===== src/lpc_pkg.sv =====
package lpc_pkg;

	localparam int DIM_BITS     = 9;
	localparam int CRD_BITS     = 11;
	localparam int CNT_BITS     = 18;
	localparam int ACC_GROWTH   = 10;
	localparam int VAL_BITS     = 16;
	localparam int IDX_BITS     = 16;
	localparam int LVL_BITS     = 2;
	localparam int CFG_IDX_BITS = 2;

	localparam int DEF_MAX_WIDTH  = 256;
	localparam int DEF_MAX_HEIGHT = 256;
	localparam int DEF_PIXEL_BITS = 16;

	typedef enum logic [1:0] {
		LVL_FULL,
		LVL_HALF,
		LVL_QUART
	} level_t;

	typedef enum logic [1:0] {
		CFG_MODE,
		CFG_WIDTH,
		CFG_HEIGHT
	} cfg_reg_t;

	typedef struct packed {
		logic en;
		logic clr;
		logic neg;
		logic div256;
	} mac_ctl_t;

	function automatic logic [2:0] tap_w(input logic [2:0] k);
		logic [2:0] w;
		unique case (k)
			3'd0: w = 3'd1;
			3'd1: w = 3'd4;
			3'd2: w = 3'd6;
			3'd3: w = 3'd4;
			3'd4: w = 3'd1;
			default: w = 3'd0;
		endcase
		return w;
	endfunction

	// Raise to four, lower to the maximum, then round down to a multiple of four.
	function automatic logic [DIM_BITS-1:0] clamp_dim(input logic [DIM_BITS-1:0] v,
			input logic [DIM_BITS-1:0] mx);
		logic [DIM_BITS-1:0] x;
		x = v;
		if (x < DIM_BITS'(4)) x = DIM_BITS'(4);
		if (x > mx) x = mx;
		return {x[DIM_BITS-1:2], 2'b00};
	endfunction

endpackage


===== src/lpc_mac.sv =====
module lpc_mac #(
	parameter int PIXEL_BITS = lpc_pkg::DEF_PIXEL_BITS,
	localparam int ACC_W = PIXEL_BITS + lpc_pkg::ACC_GROWTH
) (
	input  logic                         clk,
	input  logic                         arst_n,
	input  lpc_pkg::mac_ctl_t            ctl,
	input  logic signed [PIXEL_BITS-1:0] data,
	input  logic [6:0]                   weight,
	output logic signed [ACC_W-1:0]      quot
);

	logic signed [ACC_W-1:0] acc_q;
	logic signed [ACC_W-1:0] prod;
	logic signed [ACC_W-1:0] rnd;

	assign prod = data * $signed({1'b0, weight});

	always_ff @(posedge clk or negedge arst_n) begin
		if (!arst_n) begin
			acc_q <= '0;
		end else if (ctl.clr) begin
			acc_q <= '0;
		end else if (ctl.en) begin
			acc_q <= ctl.neg ? acc_q - prod : acc_q + prod;
		end
	end

	// Round to nearest with ties upward: add half the divisor, then floor.
	assign rnd  = acc_q + (ctl.div256 ? ACC_W'(128) : ACC_W'(32));
	assign quot = ctl.div256 ? (rnd >>> 8) : (rnd >>> 6);

endmodule


===== config.mk =====
export PLATFORM = sky130hd
export DESIGN_NAME = lpc_mac
export DESIGN_NICKNAME = d
export VERILOG_FILES = /design/src/lpc_pkg.sv /design/src/lpc_mac.sv
export SDC_FILE = /design/constraint.sdc
export NUM_CORES = 1
export LEC_CHECK = 0
export BUFFER_PORTS_ARGS = -buffer_cell sky130_fd_sc_hd__buf_4
export CORE_MARGIN = 4
export CORE_UTILIZATION = 50
export DETAILED_ROUTE_END_ITERATION = 8
export HOLD_SLACK_MARGIN = 0.15
export PLACE_DENSITY = 0.71
export SKIP_LAST_GASP = 1
export SYNTH_ARGS = -nofsm -noshare
export SYNTH_HDL_FRONTEND = slang
export SYNTH_SLANG_ARGS = --single-unit

===== constraint.sdc =====
create_clock -name clk -period 4.66 [get_ports clk]
set_input_delay 0.932 -clock clk [delete_from_list [all_inputs] [get_ports clk]]
set_output_delay 0.932 -clock clk [all_outputs]
set_load 0.1 [all_outputs]

==> summary.md <==
| Metric | Value |
|---|---|
| Post-DR wirelength/cell | `roughly 14 um` |
| Synth Instances | `956` |
| Post-synth EDFFs | `0` |
| Post-layout net count | `around 1400` |
| Setup Viol. Count Final | `20` |
| Worst-Margin Slew | `0.5720 ns` |
| Root Buffer | `clkbuf_16` |
| Die height | `132.6 um` |
| CP Capture Type | `flop` |
| Ys flop type | `dfrtp_1` |
| Largest net degree at the start of global routing | `36` |
| CP Class | `input port to flop` |
| FMAX | `between 100 and 150 MHz` |
| Setup TNS | `-32.06 ns` |
| Tmin final | `roughly 6.9 ns` |
| Largest regs | `acc_q x26` |
| Core ar. | `approximately 0.015 sq mm` |
| Die Area | `0.01758 sq mm` |
| Mapped Area | `0.007762 sq mm` |
| Via count | `around 7300` |
| Arrival @ worst endpoint | `approximately 7.1 ns` |
| Max-capacitance violation count | `0` |
| Filler cells | `1111` |
| Reg-to-Reg Start | `acc_q[2]` |
| Critical path required time | `about 4.8 ns` |
| Clk slew on worst S/H paths | `about 0.070 ns` |
| Vias in the first global route | `7446` |
| Detail Route Antenna Nets | `0` |
| Vias/cell | `between 5 and 6` |
| DP Wirelength | `14890 um` |
| Ratio of final minimum period to clock period | `148.9%` |
| Final max-slew violation count | `0` |
| FF-to-FF End | `acc_q[17]` |
| Seq cells post-synth | `26` |
| Cell taking the most area after synthesis | `fa_1` |
| Most frequent cell after synthesis | `inv_1` |
| Reg with most FFs | `acc_q` |
| Async S/R FF share, synth | `between 90% and 100%` |
| Status | `finished, violations left` |
| Synth top cells by count | `145 x inv_1, 87 x and2_1, 87 x fa_1` |
| Worst-skew pair later-pin latency | `0.27 ns` |
| Seq/Total Area, Yosys | `around 8.4%` |
| Layout area overhead | `42.02%` |
| DRT Pass-1 Iters | `5` |
| Initial antenna violation count | `0` |
| Setup slack after layout | `-2.280 ns` |
| Failing checks | `negative setup slack` |
| Num Clock Sinks | `26` |
| Synth top area cells | `fa_1 22%, ha_1 12%, dfrtp_1 8.4%, and2_1 7.0%, inv_1 7.0%` |
| Site Rows | `45` |
| Starting Density | `between 50% and 60%` |
| Final hold vios | `0` |
| First-pass GRT wire length | `about 33000 um` |
| Largest register FFs | `26` |
| RSZ-0062 raised after global routing | `yes` |
| Skew final | `approximately 0.0052 ns` |
| Antenna diode count | `0` |
| Clock Tree Buf Depth | `2` |
| Worst hold path class | `input port to asynchronous set/reset pin` |
| R2R depth | `11` |
| Crit Path Max Fanout | `5` |
| Layout cells sized above 1 | `a little over a third` |
| H-tree depth | `1` |
| Synthesis Warnings | `0` |
| Rel. slew slack | `61.82%` |
| DR DRC count | `0` |
| Reg2reg setup slack | `1.49 ns` |
| GR Util All Layers | `~22%` |
| GPL Wtd Cong | `roughly 0.84` |
| Worst hold margin | `approximately 0.56 ns` |
| Inserted Clock Buffers | `3` |
| Post-CTS Hold Buffers | `0` |
| # IOs | `55` |
| Top-area cell type share of the netlist area | `approximately 22%` |
| CTS tree | `done` |
| Post-Syn Area per Cell | `8.120 sq um` |
| Final WL | `a little under 20000 um` |
| Die outline width | `132.6 um` |
| Utilization after layout | `~73%` |
| Synth unique cells | `65` |
| Dpl cell area | `roughly 0.01 sq mm` |
| Crit path launch type | `input port` |
| Post-Synthesis Net Count | `between 1000 and 1500` |
| Total grt overflow | `0` |
| DR iter-0 viols | `between 200 and 300` |
| Final instance area | `approximately 0.011 sq mm` |
| Buffers on Ports | `between 50 and 60` |
[critical path: stages]
cell and delay (ns):
buf_8 0.10, and2_4 0.15, fa_2 0.41, fa_1 0.51
fa_1 0.54, inv_1 0.04, fa_1 0.49, inv_2 0.05
ha_4 0.27, o211ai_1 0.10, o211ai_1 0.27, nand2_2 0.12
xor2_2 0.21, buf_4 0.14, buf_6 0.10, xor2_2 0.26
ha_4 0.28, a21oi_2 0.19, buf_4 0.17, o2bb2ai_2 0.12
o41a_1 0.17, a21bo_4 0.25, a21o_1 0.19, a21o_1 0.20
a21o_1 0.19, a21oi_2 0.17, nor4b_2 0.07, or3_1 0.37
[cells by family (layout without fill, tap and decap cells)]
| logic type | after synthesis | count (layout) | share of synthesized area [%] |
|---|---|---|---|
| simple gates | 318 | 318 | 21.26 |
| flops | 26 | 26 | 8.382 |
| fa+ha+maj | 164 | 164 | 34.85 |
| compound gates | 168 | 168 | 14.54 |
| xor+xnor | 77 | 77 | 8.688 |
| mux | 25 | 25 | 3.320 |
| buf+inv | 178 | 426 | 8.962 |
[worst max path at each step]
stage,startpoint,endpoint,depth (start not counted)
after global routing,data[4],acc_q[17],28
after detailed placement,weight[4],acc_q[25],28
after global placement,weight[4],acc_q[25],30
after floorplan,weight[3],acc_q[25],28
after CTS,weight[2],acc_q[25],24
final,data[4],acc_q[17],28
[metal layers]
| layer | GRT usage, % | wire [um] | share of wire [%] | vias up |
|---|---|---|---|---|
| met1 | 28.83 | 8842 | 46 | 3511 |
| met2 | 38.83 | 9561 | 49 | 157 |
| met3 | 0.6464 | 548 | 2.8 | 28 |
| met4 | 5.658 | 382 | 2.0 | 0 |
| met5 | 0 | 0 | 0 | - |
| li1 | - | - | - | 3635 |
[stage by stage]
stage                     setup slack, ns  std cells
final                              -2.280       1392
after global routing               -2.564       1392
after CTS                          -2.007       1385
after detailed placement           -2.552       1354
after global placement             -2.383       1354
after floorplan                    -2.224        956
[cell usage in the layout (no fill, tap or decap), types with 16 or more instances in the layout]
master / instances
nand2_1: 56
buf_4: 243
mux2i_1: 19
fa_1: 83
xor2_1: 25
ha_1: 65
inv_1: 138
nor2_1: 71
a21oi_1: 26
a21o_1: 16
dfrtp_1: 26
buf_6: 26
xnor2_1: 38
o21a_1: 17
a21oi_2: 19
and2_1: 76
[cell type report]
| class | count | area [sq um] | area share, % |
|---|---|---|---|
| Clock buffer | 4 | 88.84 | 0.8058 |
| Inverter | 145 | 544.3 | 4.937 |
| Multi-Input combinational cell | 752 | 7241 | 65.68 |
| Sequential cell | 26 | 650.6 | 5.902 |
| Tap cell | 188 | 235.2 | 2.134 |
| Timing Repair Buffer | 277 | 2265 | 20.54 |
[timing repair]
item / CTS / global route
gates resized for setup: 103 / 28
hold endpoints to repair: 0 / 0
gates cloned: 1 / 0
setup endpoints to repair: 21 / 20
pin swaps: 99 / 40
buffers inserted: 27 / 8
Power is not shown: default switching activity piles up to over one toggle a cycle in this logic, so the estimate is an artifact.
