[config.mk]
export PLATFORM = sky130hd
export DESIGN_NAME = lpc_ram
export DESIGN_NICKNAME = d
export VERILOG_FILES = /design/src/lpc_ram.sv
export SDC_FILE = /design/constraint.sdc
export NUM_CORES = 1
export LEC_CHECK = 0
export BUFFER_PORTS_ARGS = -buffer_cell sky130_fd_sc_hd__buf_2
export CAP_MARGIN = 10
export CELL_PAD_IN_SITES_DETAIL_PLACEMENT = 0
export CELL_PAD_IN_SITES_GLOBAL_PLACEMENT = 1
export CORE_ASPECT_RATIO = 1.25
export CORE_UTILIZATION = 33
export DETAILED_ROUTE_END_ITERATION = 8
export HOLD_SLACK_MARGIN = 0.1
export PLACE_DENSITY_LB_ADDON = 0.1
export SYNTH_ARGS = -nofsm -noshare
export SYNTH_HDL_FRONTEND = slang
export SYNTH_SLANG_ARGS = --single-unit
[constraint.sdc]
create_clock -name clk -period 2.1 [get_ports clk]
set_input_delay 0 -clock clk [delete_from_list [all_inputs] [get_ports clk]]
set_output_delay 0 -clock clk [all_outputs]
set_load 0.01 [all_outputs]
[src/lpc_ram.sv]
module lpc_ram #(
	parameter int WIDTH = 16,
	parameter int DEPTH = 16,
	localparam int AW = (DEPTH > 1) ? $clog2(DEPTH) : 1
) (
	input  logic             clk,
	input  logic             we,
	input  logic [AW-1:0]    waddr,
	input  logic [WIDTH-1:0] wdata,
	input  logic [AW-1:0]    raddr,
	output logic [WIDTH-1:0] rdata
);

	logic [WIDTH-1:0] mem_q [DEPTH];
	logic [WIDTH-1:0] rdata_q;

	always_ff @(posedge clk) begin
		if (we) begin
			mem_q[waddr] <= wdata;
		end
		rdata_q <= mem_q[raddr];
	end

	assign rdata = rdata_q;

endmodule

==> flow_summary.toml, run 1 <==
[run_status]
status = "completed"

[timing]
achievable-frequency_ghz = 0.750
report.final.slew_viol_count = 0
setup_viol = 0
slew_hr_pct = 26.3
unrepaired_setup_endpoints_after_global_routing = "false"
final_hold_viol_count = 0
totalNegativeSetupSlack_ps = 0
layout_min_cycle_time_ps = 1330
worst_hold_slack_ps = 114
timing_worst_slew_pin_value_ps = 1100
final.setup_skew_ps = 5.15
layout_worst_path_cycle_share_pct = 63.5

[cts]
cts-buffers-inserted = 28
clock_tree_from_tritoncts = "yes"
clk_path_buf_depth = 3
clkLatencyLatePin_ps = 530
cts-root-buf = "sky130_fd_sc_hd__clkbuf_16"
cts.htree.levels = 1
cts_num_sinks = 272
post_cts_clock_slew_at_the_launch_and_capture_registers_of_the_worst_setup_and_hold_paths_ps = 60

[detailed_routing]
drt.antenna.violating_nets = 0
drt-pass1-iter-count = 5
drt-initial-drc-count = 330
detailed_route_wire_length_per_cell_um = 23.7
drc = 0
num_vias = 4662
drt-vias-per-instance = 4.91
drt-total-wl_mm = 22.5

[synthesis]
synth_cell_types = 19
number_of_instances_in_the_synthesized_netlist = 432
yosys_warnings = 0
ys_ff_latch = 272
synth_sequential_area_ratio_pct = 79.7
post_synth_instance_area_um2 = 10000
syn-num-nets = 458
syn-mean-instance-area_um2 = 23.2

[worst_setup_path]
timing.critical_path.to_type = "flop"
critPathKind = "flop to flop"
arrival_ps = 1740
critPathMaxFanout = 1
cp_data_required_time_ps = 2510
worstSetupStartpointType = "flop"

[die]
starting_density_of_the_core_pct = 33.4
floorplan.io_pins = 42
fp.dieH_um = 197
die_width_um = 158
die_area_um2 = 31100
rows = 71
core_area_um2 = 30000

[job]
max-cap-violations = 0

[placed_design]
dpl.hpwl_mm = 12.7
gp_congestion = 0.676
io_buffers = 41

[cells_and_area]
layout_common_cells = "sky130_fd_sc_hd__edfxtp_1, sky130_fd_sc_hd__mux4_2, sky130_fd_sc_hd__buf_2"
drive_gt1_share_pct = 32.8
final_common_cell = "sky130_fd_sc_hd__edfxtp_1"
nNetsFinal = 552
areaGrowthSynthToFinish_pct = 19.4
antenna_cells_inserted = 0

[pwr]
vdd_ir_drop_max_v = 0.000429
pwr_dens_nw_per_um2 = 957
power.leakage_uw = 0.00391

[global_route]
antenna_found_initial = 0
grt_first_pass_wirelength_mm = 33.7
grt_start_max_net_pins = 37
gr-usage-all-layers_pct = 15.3
grt_pass1_vias = 5070
grt-ovfl-total = 0

[min_path]
class_of_the_tightest_hold_or_removal_check = "input pin to flop"
==> through the flow <==
stage | worst slack [ps] | instances | util (%) | area (µm²) | total power [µW]
after global placement | 422 | 881 | 36.4 | 10900 | 6790
after global routing | 677 | 949 | 39.9 | 12000 | 11900
after floorplan | 44.9 | 432 | - | 10000 | 6520
final | 767 | 949 | 39.9 | 12000 | 11500
after detailed placement | 395 | 881 | 36.4 | 10900 | 6800
after CTS | 693 | 949 | 39.9 | 12000 | 11600
==> sequential cells by signal, indices dropped and copies added, names as in the netlist <==
register  cells
rdata        16
mem_q       256
==> power by group <==
| group | switching, µW | internal [µW] |
|---|---|---|
| combinational | 329 | 252 |
| clock | 1930 | 2860 |
| sequential | 36.1 | 6070 |
| total | 2300 | 9180 |
==> routing by layer <==
metal  share of wire, %  track usage [%]  vias to the layer above
li1                   -                -                     2024
met4                1.7             3.70                        0
met5                  0                0                        -
met1                 44             20.8                     2511
met3                3.4             1.93                       32
met2                 51             26.1                       95
==> final cells by class <==
| cell class | count | area [µm²] |
|---|---|---|
| Multi-Input combinational cell | 139 | 1970 |
| Clock inverter | 19 | 156 |
| Sequential cell | 272 | 8010 |
| Clock buffer | 33 | 741 |
| Tap cell | 401 | 502 |
| Fill cell | 2746 | 18000 |
| Timing Repair Buffer | 85 | 616 |
==> cell usage after synthesis (all sizes together) <==
library cell | count | area share, %
a22oi | 32 | 2.4
and2 | 1 | 0.062
buf | 13 | 0.93
clkbuf | 8 | 0.30
dfxtp | 16 | 3.2
edfxtp | 256 | 77
mux4 | 64 | 15
nand2 | 17 | 0.64
nand2b | 2 | 0.12
nand3 | 1 | 0.050
nand3b | 2 | 0.15
nor2 | 13 | 0.49
nor2b | 2 | 0.12
nor3 | 4 | 0.20
or3b | 1 | 0.087
==> critical path, stage by stage, from the launching register on <==
cell	delay (ps)
sky130_fd_sc_hd__edfxtp_1	360
sky130_fd_sc_hd__mux4_2	450
sky130_fd_sc_hd__a22oi_1	310
sky130_fd_sc_hd__nand2_1	90
==> final timing paths <==
check / from / endpoint / slack (ps) / depth (start not counted)
worst max register to register: mem_q[0][6]$_DFFE_PP_ / rdata[6]$_DFF_P_ / 770 / 3
worst max-delay path: mem_q[0][6]$_DFFE_PP_ / rdata[6]$_DFF_P_ / 770 / 3
worst min register to register: mem_q[15][6]$_DFFE_PP_ / rdata[6]$_DFF_P_ / 670 / 3
worst min-delay path: raddr[1] / rdata[3]$_DFF_P_ / 110 / 4
==> cell families (layout without fill, tap and decap cells) <==
| kind of cell | count (synthesis) | in the layout | share of synthesized area (%) |
|---|---|---|---|
| AOI/OAI and AO/OA | 32 | 32 | 2.39 |
| buffers and inverters | 21 | 137 | 1.23 |
| DFF | 272 | 272 | 79.7 |
| muxes | 64 | 64 | 14.7 |
| and+or+nand+nor | 43 | 43 | 1.92 |
==> repair_timing <==
item,in CTS,in global routing
hold buffers,16,0
buffers inserted,0,0
resized for setup,0,0
hold endpoints to repair,256,0
(Power assumes the default switching activity.)
==> inputs of run 2 (changes only) <==
==> constraint.sdc (replaced) <==
create_clock -name clk -period 1.1 [get_ports clk]
set_input_delay 0 -clock clk [delete_from_list [all_inputs] [get_ports clk]]
set_output_delay 0 -clock clk [all_outputs]
set_load 0.01 [all_outputs]
==> run 2 against run 1 <==
- the run now ends with setup timing left
- total power is 93% higher
- sequential power up 92%
- critical path depth unchanged
- sequential share of layout area fell by 3.2 points
- wire length grew 8.3%
- global-route usage up 0.95 points
- clock power increased by 91%
- clock-buffer cell count is 3 higher
- cell count is 2.1% higher
- flip-flop and latch count did not move
- clock skew grew 9.4 ps
- highest routed layer unchanged
- hold slack worse by 38 ps
==> flow_summary.toml, run 2 (synthesized netlist as in run 1, its figures left out) <==
[pwr]
power.leakage_uw = 0.00407
pwr_dens_nw_per_um2 = 1760
vdd_ir_drop_max_v = 0.00102
internal_power_uw = 17500
total_switching_power_uw = 4590
netSwitchingFraction_pct = 20.7
power.combinational.fraction_pct = 6.1
finalPower_uw = 22100
p_clk_share_pct = 41.3
power.share.sequential_pct = 52.6

[cts]
post-cts-setup-buffer-count = 0
cts.htree.levels = 1
cts-buffers-inserted = 28
clkLatencyLatePin_ps = 540
clk_path_buf_depth = 3
clock_tree_from_tritoncts = "yes"
cts_num_sinks = 272
post_cts_clock_slew_at_the_launch_and_capture_registers_of_the_worst_setup_and_hold_paths_ps = 60
cts-root-buf = "sky130_fd_sc_hd__clkbuf_16"

[detailed_routing]
num_vias = 4753
drt.antenna.violating_nets = 0
drt-vias-per-instance = 4.91
drt-initial-drc-count = 442
detailed_route_wire_length_per_cell_um = 25.2
drc = 0
drt-pass1-iter-count = 4
drt-total-wl_mm = 24.4

[worst_setup_path]
worst_setup_path_endpoint = "rdata[11]$_DFF_P_"
r2r_start = "mem_q[2][11]$_DFFE_PP_"
r2r-end = "rdata[11]$_DFF_P_"
cp_data_required_time_ps = 1500
timing.critical_path.max_delay_family = "multiplexers"
ff2ff_path_depth = 3
critical_path_top_delay_cell = "sky130_fd_sc_hd__mux4_2"
arrival_ps = 1670
timing.critical_path.to_type = "flop"
critPathMaxFanout = 1
critical_path.max_stage_delay_ps = 470
timing.critical_path.cells = "mux4_2 -> a22oi_1 -> nand2_1"
crit_path_start = "mem_q[2][11]$_DFFE_PP_"
critPathKind = "flop to flop"
reg2reg_slack_ps = -170
worstSetupPathDepth = 3
crit_buf_inv = 0
worstSetupStartpointType = "flop"

[global_route]
grt_pass1_vias = 5176
antenna_found_initial = 0
grt-ovfl-total = 0
grt_first_pass_wirelength_mm = 35.1
grt_start_max_net_pins = 17
gr-usage-all-layers_pct = 16.3

[cells_and_area]
final_common_cell = "sky130_fd_sc_hd__edfxtp_1"
final.fill_count = 2705
layout_common_cells = "sky130_fd_sc_hd__edfxtp_1, sky130_fd_sc_hd__mux4_2, sky130_fd_sc_hd__buf_2"
areaGrowthSynthToFinish_pct = 25.4
drive_gt1_share_pct = 41.4
largest_register_ffs = 256
layoutNonFillerInstCount = 969
antenna_cells_inserted = 0
nNetsFinal = 573
largest_register = "mem_q"

[job]
max-cap-violations = 0

[placed_design]
dpl.hpwl_mm = 13.7
gp_congestion = 0.686
dpl_worst_slack_ps = -354
io_buffers = 41
placed_cells = 898

[timing]
layout_min_cycle_time_ps = 1270
setup_viol = 16
timing_worst_slew_pin_value_ps = 871
report.final.slew_viol_count = 0
worst_slack_ps = -169
layout_worst_path_cycle_share_pct = 115
slew_hr_pct = 41.9
final.setup_skew_ps = 14.6
achievable-frequency_ghz = 0.788
final_hold_viol_count = 0
unrepaired_setup_endpoints_after_global_routing = "true"

[die]
die_width_um = 158
rows = 71
floorplan.io_pins = 42
starting_density_of_the_core_pct = 33.4
fp.dieH_um = 197
die_area_um2 = 31100
core_area_um2 = 30000

[run_status]
status = "finished, violations left"
violations = "setup timing"

[min_path]
min_path_cells = 4
class_of_the_tightest_hold_or_removal_check = "input pin to flop"
-- run 2: cell types whose count changed in the layout (fill, tap and decap cells not counted), sizes merged --
cell,previous run,this run
buf,69,86
clkinv,16,11
clkbuf,33,36
dlygate4sd3,16,19
clkinvlp,0,2
bufinv,3,2
dlymetal6s4s,0,1
-- run 2: metal layers --
metal	global-route usage [%]	vias to the layer above	routed length, µm
li1	-	2063	-
met1	22.8	2526	10500
met2	27.0	133	12200
met3	2.22	31	1320
met4	3.53	0	361
met5	0	-	0
-- run 2: what timing repair did --
item                                   4_1_cts  5_1_grt
gates resized for setup                     18        9
pin swaps                                    3        3
endpoints found under the hold margin      265        1
hold buffers                                19        1
setup endpoints to repair                   16       17
-- run 2: area by class of cell --
type | instances | area (µm²) | share of cell area (%)
Tap cell | 401 | 502 | 3.98
Clock buffer | 36 | 762 | 6.05
Multi-Input combinational cell | 139 | 2100 | 16.7
Sequential cell | 272 | 8010 | 63.6
Clock inverter | 15 | 123 | 0.974
Timing Repair Buffer | 106 | 1100 | 8.72
-- run 2: worst min-delay path by stage --
stage                    from                endpoint  slack, ps
floorplan            wdata[0]   mem_q[0][0]$_DFFE_PP_        100
global placement     wdata[6]   mem_q[2][6]$_DFFE_PP_        370
detailed placement  wdata[10]  mem_q[4][10]$_DFFE_PP_        390
CTS                  raddr[3]       rdata[12]$_DFF_P_          8
global route         raddr[3]        rdata[8]$_DFF_P_        100
finish               raddr[2]       rdata[12]$_DFF_P_         80
-- run 2: tightest hold or removal path: stages --
cell and delay [ps]:
sky130_fd_sc_hd__buf_2 120, sky130_fd_sc_hd__nor2_2 160, sky130_fd_sc_hd__a22oi_2 220, sky130_fd_sc_hd__nand2_1 50
-- run 2: metrics by stage --
stage               setup TNS, ps  cell area [µm²]  hold WS [ps]  util, %
CTS                         -1970            12500          8.32     41.8
floorplan                  -41660            10100          98.9        -
global placement           -38820            11400           366     37.9
global route                -2490            12600          95.4     41.9
finish                      -1690            12600          76.8     41.9
detailed placement         -42240            11400           389     37.9
-- run 2: power groups by stage --
| stage | sequential [µW] | combinational [µW] | clock [µW] |
|---|---|---|---|
| 2_1_floorplan | 11900 | 607 | 0 |
| 3_3_place_gp | 11900 | 1250 | 0 |
| 3_5_place_dp | 11900 | 1260 | 0 |
| 4_1_cts | 11700 | 1370 | 9380 |
| 5_1_grt | 11700 | 1460 | 9750 |
| 6_report | 11700 | 1350 | 9130 |
==> inputs of run 3 (changes only) <==
--- a/config.mk
+++ b/config.mk
@@ -14,6 +14,7 @@
 export DETAILED_ROUTE_END_ITERATION = 8
 export HOLD_SLACK_MARGIN = 0.1
 export PLACE_DENSITY_LB_ADDON = 0.1
+export RECOVER_POWER = 100
 export SYNTH_ARGS = -nofsm -noshare
 export SYNTH_HDL_FRONTEND = slang
 export SYNTH_SLANG_ARGS = --single-unit
==> run 3 against run 2 <==
- the flow still finishes with violations (setup timing)
- clock power about the same
- global-route usage did not move
- final area is 2.6% lower
- worst setup slack gained 9.8 ps
- sequential share of layout area increased by 1.7 points
- critical path depth unchanged
- hold slack worse by 1.7 ps
- register-to-register slack about the same
- largest cell class unchanged
==> flow_summary.toml, run 3 (synthesized netlist as in run 1, its figures left out) <==
[timing]
worst_slack_ps = -159
timing_worst_slew_pin_value_ps = 860
final_hold_viol_count = 0
achievable-frequency_ghz = 0.794
unrepaired_setup_endpoints_after_global_routing = "true"
final.setup_skew_ps = 10.0
slew_hr_pct = 42.6
totalNegativeSetupSlack_ps = -1670
report.final.slew_viol_count = 0
layout_min_cycle_time_ps = 1260
setup_viol = 16
layout_worst_path_cycle_share_pct = 114

[cts]
cts.htree.levels = 1
cts-root-buf = "sky130_fd_sc_hd__clkbuf_16"
clock_tree_from_tritoncts = "yes"
clkLatencyLatePin_ps = 530
post_cts_clock_slew_at_the_launch_and_capture_registers_of_the_worst_setup_and_hold_paths_ps = 60
clk_path_buf_depth = 3
cts_num_sinks = 272
cts-buffers-inserted = 28

[pwr]
power.share.sequential_pct = 52.9
total_switching_power_uw = 4560
power.leakage_uw = 0.00390
p_clk_share_pct = 41.3
internal_power_uw = 17500
pwr_dens_nw_per_um2 = 1800
power.combinational.fraction_pct = 5.8
vdd_ir_drop_max_v = 0.00102
netSwitchingFraction_pct = 20.7

[worst_setup_path]
timing.critical_path.to_type = "flop"
critical_path_top_delay_cell = "sky130_fd_sc_hd__mux4_2"
worstSetupStartpointType = "flop"
crit_buf_inv = 0
cp_data_required_time_ps = 1510
timing.critical_path.cells = "mux4_2 -> a22oi_2 -> nand2_1"
critPathKind = "flop to flop"
crit_path_start = "mem_q[11][3]$_DFFE_PP_"
critPathMaxFanout = 1
arrival_ps = 1660
timing.critical_path.max_delay_family = "multiplexers"
r2r_start = "mem_q[11][3]$_DFFE_PP_"
critical_path.max_stage_delay_ps = 490

[detailed_routing]
drt-pass1-iter-count = 4
drt-initial-drc-count = 431
num_vias = 4729
drt.antenna.violating_nets = 0
drt-vias-per-instance = 4.88
drt-total-wl_mm = 24.3
drc = 0
detailed_route_wire_length_per_cell_um = 25.1

[die]
fp.dieH_um = 197
die_width_um = 158
die_area_um2 = 31100
starting_density_of_the_core_pct = 33.4
core_area_um2 = 30000
floorplan.io_pins = 42
rows = 71

[placed_design]
dpl-instance-area_um2 = 11400
gp_congestion = 0.686
dpl_worst_slack_ps = -354
io_buffers = 41
dpl.hpwl_mm = 13.7

[global_route]
grt_first_pass_wirelength_mm = 35.1
gr-usage-all-layers_pct = 16.3
antenna_found_initial = 0
grt_start_max_net_pins = 17
grt_pass1_vias = 5176
grt-ovfl-total = 0

[cells_and_area]
layout_common_cells = "sky130_fd_sc_hd__edfxtp_1, sky130_fd_sc_hd__mux4_2, sky130_fd_sc_hd__clkbuf_1"
areaGrowthSynthToFinish_pct = 22.1
antenna_cells_inserted = 0
final_design_area_no_fill_um2 = 12300
utilization_pct = 40.8
largest_register_ffs = 256
final_common_cell = "sky130_fd_sc_hd__edfxtp_1"
drive_gt1_share_pct = 33.5
nNetsFinal = 573
largest_register = "mem_q"

[job]
max-cap-violations = 0

[min_path]
hold_path_startpoint = "raddr[2]"
class_of_the_tightest_hold_or_removal_check = "input pin to flop"

[run_status]
violations = "setup timing"
status = "finished, violations left"
## run 3: final timing paths
kind	end	slack, ps	depth (start not counted)
min reg2reg	rdata[2]$_DFF_P_	660	3
max reg2reg	rdata[3]$_DFF_P_	-160	3
max	rdata[3]$_DFF_P_	-160	3
min	rdata[12]$_DFF_P_	80	4
## run 3: final cells by class
type                            instances  area [µm²]
Tap cell                              401         502
Timing Repair Buffer                  106         816
Clock buffer                           36         762
Fill cell                            2754       17800
Multi-Input combinational cell        139        2050
Clock inverter                         15         123
Sequential cell                       272        8010
## run 3: layer usage
metal  track usage (%)  wire length, µm
met1              22.8            10500
met2              27.0            12100
met3              2.22             1260
met4              3.53              410
met5                 0                0
## run 3: power by group through the flow
stage                     Sequential (µW)  Combinational, µW  Clock, µW
after floorplan                     11900                607          0
after global placement              11900               1250          0
after detailed placement            11900               1260          0
after CTS                           11700               1370       9380
after global routing                11700               1380       9750
final                               11700               1280       9110
## run 3: tightest hold or removal path: stages
cell and delay (ps):
sky130_fd_sc_hd__buf_2 120, sky130_fd_sc_hd__nor2_2 160, sky130_fd_sc_hd__a22oi_2 220, sky130_fd_sc_hd__nand2_1 50
## run 3: timing repair
item                                    in CTS  in global routing
gates cloned                                 0                  0
endpoints found under the setup margin      16                 17
resized for setup                           18                  9
hold buffers                                19                  1
hold endpoints to repair                   265                  1
pin swaps                                    3                  3
setup buffers                                0                  0
## run 3: stage by stage
stage | std cells | hold slack (ps) | total power (µW)
finish | 969 | 75.1 | 22000
global route | 969 | 95.4 | 22800
CTS | 968 | 8.32 | 22400
detailed placement | 898 | 389 | 13100
global placement | 898 | 366 | 13100
floorplan | 432 | 98.9 | 12500
